<file path="src/cie_pkg.sv">
package cie_pkg;

    localparam int unsigned WORD_W   = 32;
    localparam int unsigned WIDE_W   = 33;
    localparam int unsigned QUO_W    = 24;
    localparam int unsigned CFG_IDX_W = 8;

    typedef enum logic [1:0] {
        SIDE_TOP    = 2'd0,
        SIDE_BOTTOM = 2'd1,
        SIDE_LEFT   = 2'd2,
        SIDE_RIGHT  = 2'd3
    } side_t;

    typedef enum logic [CFG_IDX_W-1:0] {
        REG_CLIP_LEFT   = 8'd0,
        REG_CLIP_RIGHT  = 8'd1,
        REG_CLIP_TOP    = 8'd2,
        REG_CLIP_BOTTOM = 8'd3
    } reg_idx_t;

    // Item as it travels down the divider chain.
    typedef struct packed {
        logic              hit;
        logic              horiz;
        logic [WORD_W-1:0] bound;
        logic [WIDE_W-1:0] den;
        logic [WIDE_W-1:0] rem;
        logic [QUO_W-1:0]  quo;
        logic [WORD_W-1:0] a_free;
        logic [WIDE_W-1:0] d_free;
        logic [WORD_W-1:0] a_z;
        logic [WIDE_W-1:0] d_z;
        logic [WORD_W-1:0] a_u;
        logic [WIDE_W-1:0] d_u;
        logic [WORD_W-1:0] a_v;
        logic [WIDE_W-1:0] d_v;
    } div_item_t;

    // Item after the scaling multipliers.
    typedef struct packed {
        logic              hit;
        logic              horiz;
        logic [WORD_W-1:0] bound;
        logic [WORD_W-1:0] a_free;
        logic [WIDE_W-1:0] dl_free;
        logic [WORD_W-1:0] a_z;
        logic [WIDE_W-1:0] dl_z;
        logic [WORD_W-1:0] a_u;
        logic [WIDE_W-1:0] dl_u;
        logic [WORD_W-1:0] a_v;
        logic [WIDE_W-1:0] dl_v;
    } prod_item_t;

    function automatic logic [WIDE_W-1:0] mag33(input logic [WIDE_W-1:0] v);
        mag33 = v[WIDE_W-1] ? (~v + 1'b1) : v;
    endfunction

endpackage

</file>
<file path="src/cie_div_cell.sv">
module cie_div_cell
    import cie_pkg::*;
(
    input  logic      clk,
    input  logic      rst_n,
    input  logic      in_valid,
    output logic      in_ready,
    input  div_item_t in_item,
    output logic      out_valid,
    input  logic      out_ready,
    output div_item_t out_item
);

    logic          valid_reg;
    div_item_t     item_reg;
    div_item_t     item_next;
    logic [WIDE_W:0] rem2;
    logic          ge;

    // One restoring step: shift, try subtract, keep one quotient bit.
    always_comb
    begin
        rem2      = {in_item.rem, 1'b0};
        ge        = rem2 >= {1'b0, in_item.den};
        item_next = in_item;
        item_next.rem = ge ? WIDE_W'(rem2 - {1'b0, in_item.den}) : rem2[WIDE_W-1:0];
        item_next.quo = {in_item.quo[QUO_W-2:0], ge};
    end

    assign in_ready  = !valid_reg || out_ready;
    assign out_valid = valid_reg;
    assign out_item  = item_reg;

    always_ff @(posedge clk or negedge rst_n)
    begin
        if (!rst_n)
        begin
            valid_reg <= 1'b0;
        end
        else if (in_ready)
        begin
            valid_reg <= in_valid;
        end
    end

    always_ff @(posedge clk)
    begin
        if (in_ready && in_valid)
        begin
            item_reg <= item_next;
        end
    end

endmodule

</file>
<file path="config.mk">
export PLATFORM = sky130hd
export DESIGN_NAME = cie_div_cell
export DESIGN_NICKNAME = d
export VERILOG_FILES = /design/src/cie_pkg.sv /design/src/cie_div_cell.sv
export SDC_FILE = /design/constraint.sdc
export NUM_CORES = 1
export LEC_CHECK = 0
export BUFFER_PORTS_ARGS = -buffer_cell sky130_fd_sc_hd__buf_2
export CAP_MARGIN = 20
export CORE_AREA = 2 2 298 300
export DETAILED_ROUTE_END_ITERATION = 10
export DIE_AREA = 0 0 300 302
export HOLD_SLACK_MARGIN = 0.15
export PLACE_DENSITY_LB_ADDON = 0.25
export SLEW_MARGIN = 15
export SYNTH_ARGS = -nofsm -noshare
export SYNTH_HDL_FRONTEND = slang
export SYNTH_SLANG_ARGS = --single-unit
</file>
<file path="constraint.sdc">
create_clock -name clk -period 13.69 [get_ports clk]
set_clock_uncertainty 0.1 [all_clocks]
set_input_delay 2.738 -clock clk [delete_from_list [all_inputs] [get_ports clk]]
set_output_delay 2.738 -clock clk [all_outputs]
set_load 0.02 [all_outputs]
</file>
# After elaboration in Yosys (flattened, before gate mapping)

Index checks and enable logic that the tools add are counted.

Add/sub/neg operators: 1
Order comparisons: 1
Multiplexer cells: 1
Reduce and logical (&&, ||, !) cells: 3

Operators by type and width:

| kind                                         | count |
|---|---|
| greater-or-equal comparator 34 x 33 -> 1 bit | 1 |
| 2-to-1 mux 33 bit                            | 1 |
| subtractor 33 bit                            | 1 |
| logical AND 1 bit                            | 1 |
| logical NOT 1 bit                            | 1 |
| logical OR 1 bit                             | 1 |

Flip-flop bits (word level): 385
Output and inout bits: 386
Word-level logic and storage cells: 22

# Depth between registers and ports, before layout

Word-level depth: 3
Depth in mapped cells: 13

# Least setup slack after synthesis

No wires, ideal clock.

Kind: input -> register
Start: input out_ready
End: register item_reg, in the netlist out_item[0] (enable)
Library setup time: 0.795 ns
Data arrival time: 11.719 ns
Data required time: 12.795 ns
Path slack: 1.076 ns
Stages: 2
Buffers on the path: 0
Path through: nand2b_1 > and2_1

Word-level cells in the longest chain between the ends: 2

RTL lines:

| element              | RTL line           | RTL |
|---|---|---|
| start, declared      | cie_div_cell.sv:10 | `input logic out_ready,` |
| logical OR 1 bit     | cie_div_cell.sv:30 | `assign in_ready = !valid_reg \|\| out_ready;` |
| logical AND 1 bit    | cie_div_cell.sv:48 | `if (in_ready && in_valid)` |
| end signal, assigned | cie_div_cell.sv:50 | `item_reg <= item_next;` |
| end, declared        | cie_div_cell.sv:15 | `div_item_t item_reg;` |

No other way between the ends.
A chain may end at the register's enable or synchronous reset.

# Worst setup path after layout

Start: input out_ready
End: output in_ready

Word-level cells in the longest chain between the ends: 1

RTL lines:

| element          | RTL line           | RTL |
|---|---|---|
| logical OR 1 bit | cie_div_cell.sv:30 |  |
| end, declared    | cie_div_cell.sv:7  | `output logic in_ready,` |

No other way between the ends.

==> qor.yml <==
cts_root_buf: "clkbuf_16"
wl_um: 54700
holdWs_ns: 0.474
synth_edf_count: 384
io_buffers: 772
num_io_pins: 774
reg2regPathDepth: 4
ctsResizeCount: 0
gp_congestion: 0.807
grt_pass1_vias: 10100
synth_cell_types: 52
grt_use_total_pct: 11.2
worst_hold_path.num_cells: 2
clk_latency_ns: 0.58
min_period_ns: 6.02
finalHoldViolCount: 0
peakVddDrop_v: 0.000101
rrSetupSlack_ns: 10.22
core_area_um2: 87600
synth_top_cells_by_area: "edfxtp_1, ha_1, mux2_4, xnor2_1, a21oi_1"
die_x_um: 300
crit_fanout: 3
placementRows: 109
yosys.area.top_type: "edfxtp_1"
slew_viol_final: 0
status: "complete, no violations"
power_density_nw_per_um2: 149
ys_seq_area_share_pct: 82.6
ys_warn_count: 0
wl_per_cell_um: 19.9
synthArstFlopShare_pct: 0.260
synth_area_um2: 14000
cts_max_level: 2
antenna_left: 0
synth.most_common_cell: "edfxtp_1"
syn_nets: 1140
die_h_um: 302
design.die.area_um2: 90600
grt_overflow: 0
vias: 9809
start_util_pct: 16.0
fmax_mhz: 166
drt_iter0_drc: 478
cts.reportedPaths.clkPinSlew_ns: 0.06
max_slew_margin_pct: 32.7
arrival_ns: 3.19
dpl.hpwl_um: 43500
drv_cap: 0
ys_seq_elements: 385
drtPass1Iterations: 5
fin_nets: 1958
cts_buffers: 48
cts_sinks: 385
criticalPathCategory: "input port to output port"
tightest_slew_ns: 1.01
drive_gt1_share_pct: 56.7
area_growth_pct: 49.7
setup_viol: 0
ctsHoldBuffers: 0
grt_first_pass_wirelength_um: 73300
endpoint_kind: "output port"
grt_max_degree: 121
post_cts_buffers: 0
antenna_found_initial: 29
finalSetupTns_ns: 0
cp-start-kind: "input port"
hp-start: "out_valid"
r2r_end: "out_item[69]"
cts_tree: "done"
synth.top_cell.area_share_pct: 82.4
rr_startpoint: "out_valid"
synth.avg_cell_area_um2: 19.5
min_path_type: "register to register"
leakagePower_nw: 8.73
synth_commonest_cells: "edfxtp_1, inv_1, a21oi_1, ha_1, mux2_4"
drc: 0
holdPathEnd: "out_valid"
critPathRequiredTime_ns: 10.85
layout_worst_path_cycle_share_pct: 44.0
netlist_instances: 718
grt_setup_unrepaired: "false"
synth_flop_cell: "edfxtp_1"
viasPerCell: 3.58
clock_path_buffers: 3
## stage by stage
| step | power (mW) | area [um^2] | util, % | setup WS, ns | std cells |
|---|---|---|---|---|---|
| global route | 3.27 | 20900 | 23.9 | 7.64 | 2736 |
| floorplan | 1.68 | 14000 | - | 1.08 | 718 |
| finish | 3.13 | 21000 | 23.9 | 7.67 | 2742 |
| CTS | 3.20 | 20900 | 23.9 | 7.66 | 2736 |
| global placement | 1.84 | 19300 | 22.1 | 7.65 | 2651 |
| detailed placement | 1.84 | 19300 | 22.1 | 7.66 | 2651 |
## cell usage in the layout (no fill, tap or decap), drive strengths merged, types with 3 or more instances in the layout
master and instances:
buf 777, edfxtp 384, clkbuf 55, inv 45
a21oi 37, ha 33, mux2 31, o21ai 25
nand2 24, xnor2 22, nor2 19, clkinv 15
a21o 9, nand3 9, xor2 9, nor3 7
bufinv 7, diode 6, nand2b 6, nand4 4
o21a 4, nor2b 4, and3 4, o211ai 4
a211o 3, a2bb2oi 3, a31oi 3, o21bai 3
## routing by layer
layer | GRT usage (%) | up-vias | wire length (um)
met5 | 0 | - | 193
met2 | 20.2 | 475 | 28000
met3 | 5.31 | 119 | 5890
li1 | - | 4433 | -
met1 | 11.5 | 4750 | 18800
met4 | 3.70 | 32 | 1770
## power breakdown
group	switching [mW]	total, mW	internal, mW
Clock	0.529	1.32	0.793
Combinational	0.250	0.401	0.152
Sequential	0.0196	1.41	1.39
Total	0.798	3.13	2.33
## worst max-delay path, cell delays in order
cell      delay (ns)
buf_2           0.10
nand2b_1        0.17
buf_2           0.18
## worst max-delay path by stage
stage,startpoint,to,slack (ns)
floorplan,out_ready,out_item[0],1.08
global placement,in_item[284],out_item[297],7.65
detailed placement,in_item[284],out_item[297],7.66
CTS,out_ready,in_ready,7.66
global route,out_ready,in_ready,7.64
finish,out_ready,in_ready,7.67
## sequential cells by signal, summed over array words and instances, names as in the netlist
signal,cells
out_item,384
out_valid,1
## cell families (layout without fill, tap and decap cells)
kind of cell	count (synthesis)	after routing	share of synthesized area [%]
compound gates	105	105	4.77
xor+xnor	31	31	1.94
fa+ha+maj	34	34	3.09
buf+inv	47	900	1.48
flops	385	385	82.6
mux	32	32	3.29
other cells	0	6	0
simple gates	84	84	2.87
## layout make-up
type / instances / area (um^2)
antenna: 6 / 15.0
clock buffer: 55 / 1250
clock inverter: 30 / 379
fill: 9316 / 66600
inverter: 38 / 143
multi-input combinational: 286 / 2240
sequential: 385 / 11600
tap: 1165 / 1460
timing repair buffer: 777 / 3910
Note: power is estimated with default switching activity, not from simulation.
